`src/swka_pkg.sv`:
```
// ----------------------------------------------------------------------------
// swka_pkg
// Shared constants, register indexes and types of the sliding window
// per-key admission limiter.
// ----------------------------------------------------------------------------
`default_nettype none

package swka_pkg;

    localparam int WINDOW_MAX = 1024;
    localparam int KEY_COUNT  = 1024;

    localparam int KEY_W     = 10;
    localparam int CFG_W     = 11;
    localparam int CNT_W     = 11;
    localparam int TOTAL_W   = 24;
    localparam int CFG_IDX_W = 1;

    localparam int SLOT_W    = $clog2(WINDOW_MAX);
    localparam int KEY_IDX_W = $clog2(KEY_COUNT);
    localparam int ARR_W     = $clog2(WINDOW_MAX + 1);

    localparam logic [CNT_W-1:0]   CNT_TOP   = {CNT_W{1'b1}};
    localparam logic [TOTAL_W-1:0] TOTAL_TOP = {TOTAL_W{1'b1}};

    localparam logic [CFG_W-1:0] WINDOW_RESET = CFG_W'(16);
    localparam logic [CFG_W-1:0] KEEP_RESET   = CFG_W'(1);

    // register indexes on the configuration port
    localparam logic [CFG_IDX_W-1:0] REG_WINDOW_LENGTH = CFG_IDX_W'(0);
    localparam logic [CFG_IDX_W-1:0] REG_KEEP_LIMIT    = CFG_IDX_W'(1);

    // output queue
    localparam int FIFO_DEPTH = 4;
    localparam int FIFO_PTR_W = $clog2(FIFO_DEPTH);
    localparam int FIFO_CNT_W = $clog2(FIFO_DEPTH + 1);

    typedef struct packed {
        logic [KEY_IDX_W-1:0] key;
        logic                 kept;
    } ring_ent_t;

    typedef struct packed {
        logic               discarded;
        logic [TOTAL_W-1:0] total;
    } result_t;

endpackage

`default_nettype wire

```
`src/swka_out_fifo.sv`:
```
// ----------------------------------------------------------------------------
// swka_out_fifo
// Small result queue between the compute stage and the result channel.
// ----------------------------------------------------------------------------
`default_nettype none

module swka_out_fifo (
    input  wire logic              clk,
    input  wire logic              rst_n,
    input  wire logic              push,
    input  wire swka_pkg::result_t push_data,
    input  wire logic              pop,
    output logic                   valid,
    output swka_pkg::result_t      head
);

    import swka_pkg::*;

    result_t                entry_reg [FIFO_DEPTH];
    logic [FIFO_PTR_W-1:0]  wr_ptr_reg;
    logic [FIFO_PTR_W-1:0]  rd_ptr_reg;
    logic [FIFO_CNT_W-1:0]  count_reg;

    assign valid = (count_reg != '0);
    assign head  = entry_reg[rd_ptr_reg];

    always_ff @(posedge clk)
    begin
        if (push)
        begin
            entry_reg[wr_ptr_reg] <= push_data;
        end
    end

    always_ff @(posedge clk or negedge rst_n)
    begin
        if (!rst_n)
        begin
            wr_ptr_reg <= '0;
            rd_ptr_reg <= '0;
            count_reg  <= '0;
        end
        else
        begin
            if (push)
            begin
                wr_ptr_reg <= wr_ptr_reg + FIFO_PTR_W'(1);
            end
            if (pop)
            begin
                rd_ptr_reg <= rd_ptr_reg + FIFO_PTR_W'(1);
            end
            case ({push, pop})
                2'b10:   count_reg <= count_reg + FIFO_CNT_W'(1);
                2'b01:   count_reg <= count_reg - FIFO_CNT_W'(1);
                default: count_reg <= count_reg;
            endcase
        end
    end

endmodule

`default_nettype wire

```
`config.mk`:
```
export PLATFORM = sky130hd
export DESIGN_NAME = swka_out_fifo
export DESIGN_NICKNAME = d
export VERILOG_FILES = /design/src/swka_pkg.sv /design/src/swka_out_fifo.sv
export SDC_FILE = /design/constraint.sdc
export NUM_CORES = 1
export LEC_CHECK = 0
export BUFFER_PORTS_ARGS = -buffer_cell sky130_fd_sc_hd__buf_2
export CORE_MARGIN = 1.5
export CORE_UTILIZATION = 25
export DETAILED_ROUTE_END_ITERATION = 10
export HOLD_SLACK_MARGIN = 0.1
export SYNTH_ARGS = -nofsm -noshare
export SYNTH_HDL_FRONTEND = slang
export SYNTH_SLANG_ARGS = --single-unit
```
`constraint.sdc`:
```
create_clock -name clk -period 1.54 [get_ports clk]
set_input_delay 0.154 -clock clk [delete_from_list [all_inputs] [get_ports clk]]
set_output_delay 0.154 -clock clk [all_outputs]
set_load 0.005 [all_outputs]
```
==> results of run 1 <==
per-stage QoR:
stage          hold WS (ns)   util  setup slack (ns)  setup TNS (ns)
2_1_floorplan        -0.142      -             0.171               0
3_3_place_gp      -0.000383  0.297            0.0418               0
3_5_place_dp        0.00841  0.297            0.0127               0
4_1_cts               0.124  0.339            -0.305           -6.73
5_1_grt               0.165  0.339            -0.341           -7.84
6_report              0.143  0.339            -0.279           -5.95
how the worst max path moves through the flow:
stage                            end  slack (ns)  depth (start not counted)
finish                      head[16]       -0.28                          4
global route                head[22]       -0.34                          4
detailed placement  entry_reg[3][10]        0.01                          2
floorplan            entry_reg[2][0]        0.17                          3
CTS                         head[22]       -0.31                          4
global placement    entry_reg[3][10]        0.04                          2
worst min-delay path, stage by stage:
cell and delay, ns:
buf_2 0.10, buf_4 0.13, xor2_1 0.06
layout make-up:
cell class                 instances  area (um^2)  area share
timing repair buffer             102          835       0.155
multi-input combinational         47          767       0.143
sequential                       107         3180       0.592
tap                              216          270      0.0503
clock inverter                     7         83.8      0.0156
inverter                           3         11.3     0.00210
clock buffer                       9          225      0.0419
cell usage after synthesis, drive strengths merged:
cell / instances / area share
edfxtp: 100 / 0.74
fa: 1 / 0.0050
nand2: 2 / 0.0019
ha: 5 / 0.015
mux2: 1 / 0.0028
and2: 4 / 0.0062
inv: 3 / 0.0028
nor2: 1 / 0.00093
or3: 1 / 0.0015
xor2: 3 / 0.0065
xnor2: 3 / 0.0065
dfrtp: 7 / 0.043
mux4: 25 / 0.15
o21ai: 1 / 0.0012
buf: 6 / 0.016
repair_timing:
action                                 CTS  global route
endpoints found under the hold margin  109             0
gates cloned                             2             0
gates resized for setup                 12             2
hold buffers                            27             0
setup endpoints to repair               25            50
buffers inserted                         5             0
pin swaps                                0             0
per-layer routing:
metal	share of wire	vias to the layer above	GRT usage
met3	0.039	12	0.0254
met2	0.50	38	0.161
met1	0.43	998	0.112
met4	0.024	0	0.0588
li1	-	894	-
met5	0	-	0
power groups by stage:
stage                     clock network, mW  registers (mW)  logic (mW)
final                                  2.34            3.99        3.10
after global routing                   2.52            4.04        3.41
after CTS                              2.44            4.00        3.18
after detailed placement                  0            4.08        2.72
after global placement                    0            4.04        2.69
after floorplan                           0            4.00        1.63
cells by family (layout without fill, tap and decap cells):
kind of cell / after synthesis / count (layout)
flip-flops: 107 / 107
multiplexers: 26 / 26
buffers and inverters: 9 / 121
AND/OR/NAND/NOR: 8 / 8
adder cells (fa/ha/maj): 6 / 6
XOR/XNOR: 6 / 6
AO/OA/AOI/OAI: 1 / 1
==> impl_metrics.csv, run 1 <==
group,metric,value,unit
outcome,outcome,"complete, but fails checks",
outcome,violations,"negative setup slack",
pwr,power_frac_comb,0.329,
drt,avgViaCountPerCell,3.96,
floorplanning,pin_count,55,
hold_path,hold_class,"in2reg",
synth,synthSimpleGateAreaFrac,0.0105,
layout,syn2layout_area_growth,33.0,%
grt,grt_max_degree,26,
layout,nNetsFinal,305,
grt,grt.total_usage,0.0967,
worst_setup_path,critPathRequiredTime,1.39,ns
pwr,pwr-share-seq,0.423,
pwr,p_switching,2.55,mW
drt,firstDrtPassIters,4,
layout,final_cell_mix,"edfxtp_1 (100), buf_2 (53), dlygate4sd3_1 (27)",
synth,yosys.area_share.adder,0.0204,
layout,diodes,0,
worst_setup_path,cp_cell_sequence,"buf_6 > buf_12 > mux4_2 > buf_2",
timing,clock-skew-final,0.00508,ns
worst_setup_path,critical_path_class,"reg2out",
placement,portBuffers,54,
timing,slew_headroom,0.734,
pwr,switching_share,0.271,
hold_path,min_from,"push",
synth,syn_area_per_cell,24.8,um^2
worst_setup_path,cp_slowest_stage_delay,0.51,ns
synth,synth_compound_area_frac,0.00124,
grt,grt_pass1_vias,2092,
timing,slew_viol_final,0,
synth,synth.distinct_cells,18,
synth,synthMuxAreaShare,0.149,
worst_setup_path,r2r_slack,0.11,ns
job,maxCapViolCount,0,
cts,cts.sinks,107,
floorplanning,core_area,15800,um^2
cts,cts_root_buffer,"clkbuf_16",
worst_setup_path,reg2regPathDepth,5,
cts,cts_max_level,3,
layout,num-fill-cells,1530,
cts,clk_pin_slew,0.07,ns
worst_setup_path,cp_num_buf_inv,3,
floorplanning,die_w,130,um
cts,clk_latency,0.35,ns
timing,period_share,1.18,
pwr,clockPowerShare,0.248,
worst_setup_path,r2r_start,"wr_ptr_reg[1]",
drt,drt_iter0_markers,73,
hold_path,whs_endpoint,"wr_ptr_reg[0]",
layout,layout_commonest_cell,"edfxtp_1",
layout,largest_reg_flops,100,
cts,cts_tree,"yes",
worst_setup_path,r2r_end,"entry_reg[0][15]",
synth,syn-instance-count,163,
placement,gp_congestion,0.622,
pwr,vdd_drop_max,0.000592,V
drt,wl_per_cell,15.4,um
timing,worst-slew-pin-transition,0.399,ns
placement,placed_cells_incl_taps,441,
pwr,power.total,9.43,mW
pwr,leakage,1.90,nW
synth,synth_fp_nets,198,
layout,final_cells,491,
cts,clk_path_buf_depth,2,
timing,period_needed,1.82,ns
synth,yosys.area_share.xor_xnor,0.0130,
placement,dp_hpwl,4760,um
drt,finalWirelength,7550,um
worst_setup_path,worstPathArrival,1.66,ns
grt,grt_pass1_wl,11500,um
synth,yosysWarningCount,0,
worst_setup_path,cp-start-kind,"flop",
layout,drive_gt1_frac,0.440,
synth,synth_seq_area_share,0.787,
floorplanning,die_y,130,um
timing,setup_ws,-0.279,ns
drt,ant_nets,0,
grt,gr-total-overflow,0,
synth,ys_ff_latch,107,
hold_path,min_path_cells,3,
timing,max_freq,0.550,GHz
floorplanning,die_area,16900,um^2
worst_setup_path,crit_slowest_cell,"mux4_2",
timing,rsz0062_at_grt,"true",
layout,final_area,5370,um^2
placement,place_area,4700,um^2
worst_setup_path,cp-end-kind,"primary output",
pwr,power_density,1760,nW/um^2
timing,hold_viol,0,
worst_setup_path,critPathMaxFanout,5,
drt,drc,0,
grt,grt_antenna_before_repair,0,
floorplanning,num_rows,46,
synth,synth_top_family_by_area,"multiplexers",
cts,numCtsBuffers,9,
floorplanning,start_util,0.255,
worst_setup_path,worstSetupStartpoint,"rd_ptr_reg[0]",
timing,setup_violations,25,
synth,synthesis.area,4040,um^2
pwr,power.internal,6.88,mW
drt,dr_total_vias,1942,
worst_setup_path,critical_path.top_delay_family,"multiplexers",
Note: power is estimated with default switching activity, not from simulation.
==> run 2: changes to the inputs <==
--- a/config.mk
+++ b/config.mk
@@ -10,6 +10,7 @@
 export CORE_UTILIZATION = 25
 export DETAILED_ROUTE_END_ITERATION = 10
 export HOLD_SLACK_MARGIN = 0.1
+export RECOVER_POWER = 100
 export SYNTH_ARGS = -nofsm -noshare
 export SYNTH_HDL_FRONTEND = slang
 export SYNTH_SLANG_ARGS = --single-unit
==> constraint.sdc (replaced) <==
create_clock -name clk -period 2.1 [get_ports clk]
set_input_delay 0.21 -clock clk [delete_from_list [all_inputs] [get_ports clk]]
set_output_delay 0.21 -clock clk [all_outputs]
set_load 0.005 [all_outputs]
==> impl_metrics.csv, run 2 (synthesis gave the netlist of run 1 again) <==
group,metric,value,unit
drt,avgViaCountPerCell,3.96,
timing,hold_viol,0,
layout,layout_commonest_cell,"edfxtp_1",
floorplanning,pin_count,55,
grt,grt.total_usage,0.0961,
layout,diodes,0,
cts,cts_tree,"yes",
floorplanning,die_w,130,um
worst_setup_path,worstPathArrival,1.74,ns
layout,final_cells,476,
cts,cts_root_buffer,"clkbuf_16",
pwr,leakage,1.66,nW
placement,placed_cells_incl_taps,433,
floorplanning,start_util,0.255,
worst_setup_path,cp_cell_sequence,"buf_12 > mux4_2 > buf_2",
layout,syn2layout_area_growth,25.2,%
floorplanning,num_rows,46,
timing,clock-skew-final,0.00320,ns
worst_setup_path,critPathRequiredTime,1.89,ns
cts,clk_path_buf_depth,2,
grt,gr-total-overflow,0,
timing,rsz0062_at_grt,"false",
worst_setup_path,cp_slowest_stage_delay,0.68,ns
drt,drt_iter0_markers,154,
worst_setup_path,cp-start-kind,"flop",
timing,finalSetupTns,0,ns
drt,ant_nets,0,
layout,multi_input_area,788,um^2
worst_setup_path,crit_slowest_cell,"dfrtp_1",
layout,final_cell_mix,"edfxtp_1 (100), clkbuf_1 (44), dlygate4sd3_1 (27)",
floorplanning,die_area,16900,um^2
timing,slew_headroom,0.463,
pwr,power.total,6.17,mW
cts,numCtsBuffers,9,
grt,grt_pass1_vias,2082,
hold_path,hold_class,"in2reg",
drt,wl_per_cell,15.5,um
layout,regArea,3180,um^2
placement,gp_congestion,0.637,
worst_setup_path,cp_num_buf_inv,2,
layout,largest_reg_flops,100,
cts,cts_max_level,3,
drt,finalWirelength,7360,um
timing,setup_violations,0,
pwr,vdd_drop_max,0.000440,V
cts,cts_setup_buffers,0,
layout,num-fill-cells,1554,
drt,drc,0,
timing,period_share,0.927,
layout,nNetsFinal,290,
worst_setup_path,critical_path_class,"reg2out",
drt,dr_total_vias,1886,
grt,grt_antenna_before_repair,0,
cts,cts.sinks,107,
worst_setup_path,critPathMaxFanout,17,
timing,slew_viol_final,0,
placement,portBuffers,54,
grt,grt_max_degree,28,
cts,clk_latency,0.34,ns
outcome,outcome,"completed",
cts,clk_pin_slew,0.06,ns
worst_setup_path,critical_path.top_delay_family,"flip-flops",
timing,hold_slack,0.142,ns
job,maxCapViolCount,0,
floorplanning,die_y,130,um
grt,grt_pass1_wl,11400,um
drt,firstDrtPassIters,4,
timing,period_needed,1.95,ns
layout,drive_gt1_frac,0.208,
worst_setup_path,cp-end-kind,"primary output",
timing,worst-slew-pin-transition,0.806,ns
floorplanning,core_area,15800,um^2
pwr,power_density,1220,nW/um^2
timing,max_freq,0.514,GHz
run 2: metal layers:
metal  share of wire  GRT usage
met5               0          0
met4           0.018     0.0412
met3           0.050     0.0336
met2            0.50      0.164
met1            0.43      0.109
run 2: final cells by class:
| type | count | area share |
|---|---|---|
| clock buffer | 10 | 0.0453 |
| multi-input combinational | 47 | 0.156 |
| tap | 216 | 0.0534 |
| sequential | 107 | 0.629 |
| clock inverter | 6 | 0.00643 |
| inverter | 3 | 0.00223 |
| timing repair buffer | 87 | 0.108 |
run 2: stage by stage:
step,utilization,area (um^2),setup WS [ns]
floorplan,-,4040,0.468
global placement,0.292,4610,0.467
detailed placement,0.292,4610,0.494
CTS,0.325,5150,0.110
global route,0.320,5060,0.0467
finish,0.320,5060,0.153
run 2: where the power goes:
part	internal (mW)	leakage (nW)	total (mW)	switching [mW]
clock	0.791	0.123	1.49	0.701
combinational	0.864	0.539	1.71	0.843
sequential	2.81	1.00	2.98	0.162
total	4.47	1.66	6.17	1.71
run 2: what timing repair did:
item | CTS | global route
hold endpoints to repair | 108 | 0
hold buffers | 27 | 0
gates resized for setup | 0 | 0
run 2: path summary, 6_finish.rpt:
| path | startpoint | to | slack, ns | cells after the start |
|---|---|---|---|---|
| setup / recovery | rd_ptr_reg[1] | head[6] | 0.15 | 3 |
| hold / removal | push | wr_ptr_reg[0] | 0.14 | 2 |
| setup reg to reg | wr_ptr_reg[0] | entry_reg[0][21] | 0.32 | 4 |
| hold reg to reg | count_reg[2] | count_reg[2] | 0.46 | 1 |
| max in group asynchronous | rst_n | rd_ptr_reg[0] | 1.48 | 2 |
| min in group asynchronous | rst_n | count_reg[2] | 0.31 | 2 |
==> run 3: changes to the inputs <==
--- a/config.mk
+++ b/config.mk
@@ -6,6 +6,7 @@
 export NUM_CORES = 1
 export LEC_CHECK = 0
 export BUFFER_PORTS_ARGS = -buffer_cell sky130_fd_sc_hd__buf_2
+export CORE_ASPECT_RATIO = 1.2
 export CORE_MARGIN = 1.5
 export CORE_UTILIZATION = 25
 export DETAILED_ROUTE_END_ITERATION = 10
==> constraint.sdc (replaced) <==
create_clock -name clk -period 2.5 [get_ports clk]
set_input_delay 0.25 -clock clk [delete_from_list [all_inputs] [get_ports clk]]
set_output_delay 0.25 -clock clk [all_outputs]
set_load 0.005 [all_outputs]
==> impl_metrics.csv, run 3 (synthesis gave the netlist of run 1 again) <==
group,metric,value,unit
outcome,outcome,"completed",
layout,largest_reg_flops,100,
timing,max_freq,0.449,GHz
layout,final_cell_mix,"edfxtp_1 (100), clkbuf_1 (36), mux4_2 (18), buf_2 (18), dlygate4sd3_1 (14)",
layout,drive_gt1_frac,0.241,
timing,hold_viol,0,
worst_setup_path,cp_cell_sequence,"buf_12 > mux4_1 > buf_2",
drt,firstDrtPassIters,4,
cts,cts_tree,"yes",
floorplanning,die_y,142,um
worst_setup_path,cp-start-kind,"flop",
grt,grt_pass1_vias,2057,
placement,gp_congestion,0.597,
placement,placed_cells_incl_taps,423,
placement,place_area,4550,um^2
drt,avgViaCountPerCell,4.06,
worst_setup_path,critical_path_class,"reg2out",
drt,finalWirelength,7240,um
grt,gr-total-overflow,0,
timing,setup_violations,0,
drt,drc,0,
pwr,power_density,1070,nW/um^2
timing,period_needed,2.23,ns
drt,ant_nets,0,
drt,wl_per_cell,15.9,um
layout,nNetsFinal,275,
timing,period_share,0.891,
grt,grt.total_usage,0.0945,
worst_setup_path,r2r_slack,0.39,ns
floorplanning,pin_count,55,
pwr,switching_share,0.285,
layout,syn2layout_area_growth,22.2,%
floorplanning,start_util,0.257,
worst_setup_path,crit_slowest_cell,"dfrtp_1",
pwr,power_frac_comb,0.268,
placement,dp_hpwl,4500,um
pwr,vdd_drop_max,0.000314,V
worst_setup_path,critPathMaxFanout,21,
floorplanning,core_area,15700,um^2
cts,cts_max_level,3,
worst_setup_path,critical_path.top_delay_family,"flip-flops",
timing,slew_headroom,0.0638,
hold_path,min_from,"pop",
cts,clk_path_buf_depth,2,
grt,grt_pass1_wl,11400,um
worst_setup_path,critPathRequiredTime,2.25,ns
pwr,p_switching,1.50,mW
cts,clk_latency,0.35,ns
worst_setup_path,r2r_end,"entry_reg[2][5]",
pwr,clockPowerShare,0.260,
worst_setup_path,cp_slowest_stage_delay,0.60,ns
worst_setup_path,reg2regPathDepth,4,
worst_setup_path,worstSetupStartpoint,"rd_ptr_reg[0]",
timing,finalSetupTns,0,ns
worst_setup_path,cp-end-kind,"primary output",
cts,clk_pin_slew,0.07,ns
drt,drt_iter0_markers,133,
placement,portBuffers,54,
grt,grt_max_degree,27,
pwr,power.internal,3.76,mW
cts,hold_buffers,14,
floorplanning,num_rows,50,
layout,final_area,4940,um^2
worst_setup_path,cp-endpoint,"head[0]",
layout,layout_commonest_cell,"edfxtp_1",
cts,numCtsBuffers,9,
cts,cts_setup_buffers,0,
timing,clock-skew-final,0.00786,ns
job,maxCapViolCount,0,
worst_setup_path,cp_num_cells,3,
worst_setup_path,cp_num_buf_inv,2,
timing,worst-slew-pin-transition,1.40,ns
hold_path,hold_class,"in2reg",
grt,grt_antenna_before_repair,1,
timing,rsz0062_at_grt,"false",
cts,cts.sinks,107,
cts,cts_root_buffer,"clkbuf_16",
pwr,leakage,1.64,nW
floorplanning,die_w,119,um
worst_setup_path,worstPathArrival,1.98,ns
cts,cts_resized,0,
hold_path,min_path_cells,2,
worst_setup_path,r2r_start,"wr_ptr_reg[0]",
timing,slew_viol_final,0,
timing,hold_slack,0.129,ns
pwr,pwr-share-seq,0.473,
floorplanning,die_area,16900,um^2
drt,dr_total_vias,1842,
layout,final_cells,454,
==> run 3: cell count changes in the layout (fill, tap and decap cells not counted), sizes merged <==
cell	before	now
clkbuf	57	46
dlygate4sd3	27	14
buf	13	21
clkinvlp	2	0
inv	3	6
diode	0	1
==> run 3: metrics by stage <==
stage | power, mW | worst slack [ns] | utilization
2_1_floorplan | 3.46 | 0.868 | -
3_3_place_gp | 3.97 | 0.765 | 0.290
3_5_place_dp | 4.02 | 0.749 | 0.290
4_1_cts | 5.42 | 0.339 | 0.317
5_1_grt | 5.57 | 0.164 | 0.314
6_report | 5.26 | 0.273 | 0.314
==> run 3: routing by layer <==
metal,track usage,share of wire
met5,0,0
met4,0.0609,0.029
met3,0.0280,0.047
met2,0.153,0.50
met1,0.109,0.42
==> run 3: how the worst min path moves through the flow <==
stage	end
6_report	rd_ptr_reg[0]
3_5_place_dp	count_reg[2]
3_3_place_gp	count_reg[2]
4_1_cts	entry_reg[1][24]
2_1_floorplan	count_reg[0]
5_1_grt	rd_ptr_reg[0]
==> run 3: layout make-up <==
type,instances,area (um^2)
sequential,107,3180
antenna,1,2.50
fill,1535,10800
inverter,3,11.3
timing repair buffer,72,405
tap,208,260
multi-input combinational,47,786
clock buffer,9,225
clock inverter,7,67.6
==> run 3: power by group through the flow <==
stage	Clock, mW	Combinational, mW	Sequential, mW
final	1.37	1.41	2.49
after global routing	1.48	1.57	2.52
after CTS	1.42	1.51	2.49
after detailed placement	0	1.49	2.53
after global placement	0	1.46	2.51
after floorplan	0	0.997	2.47
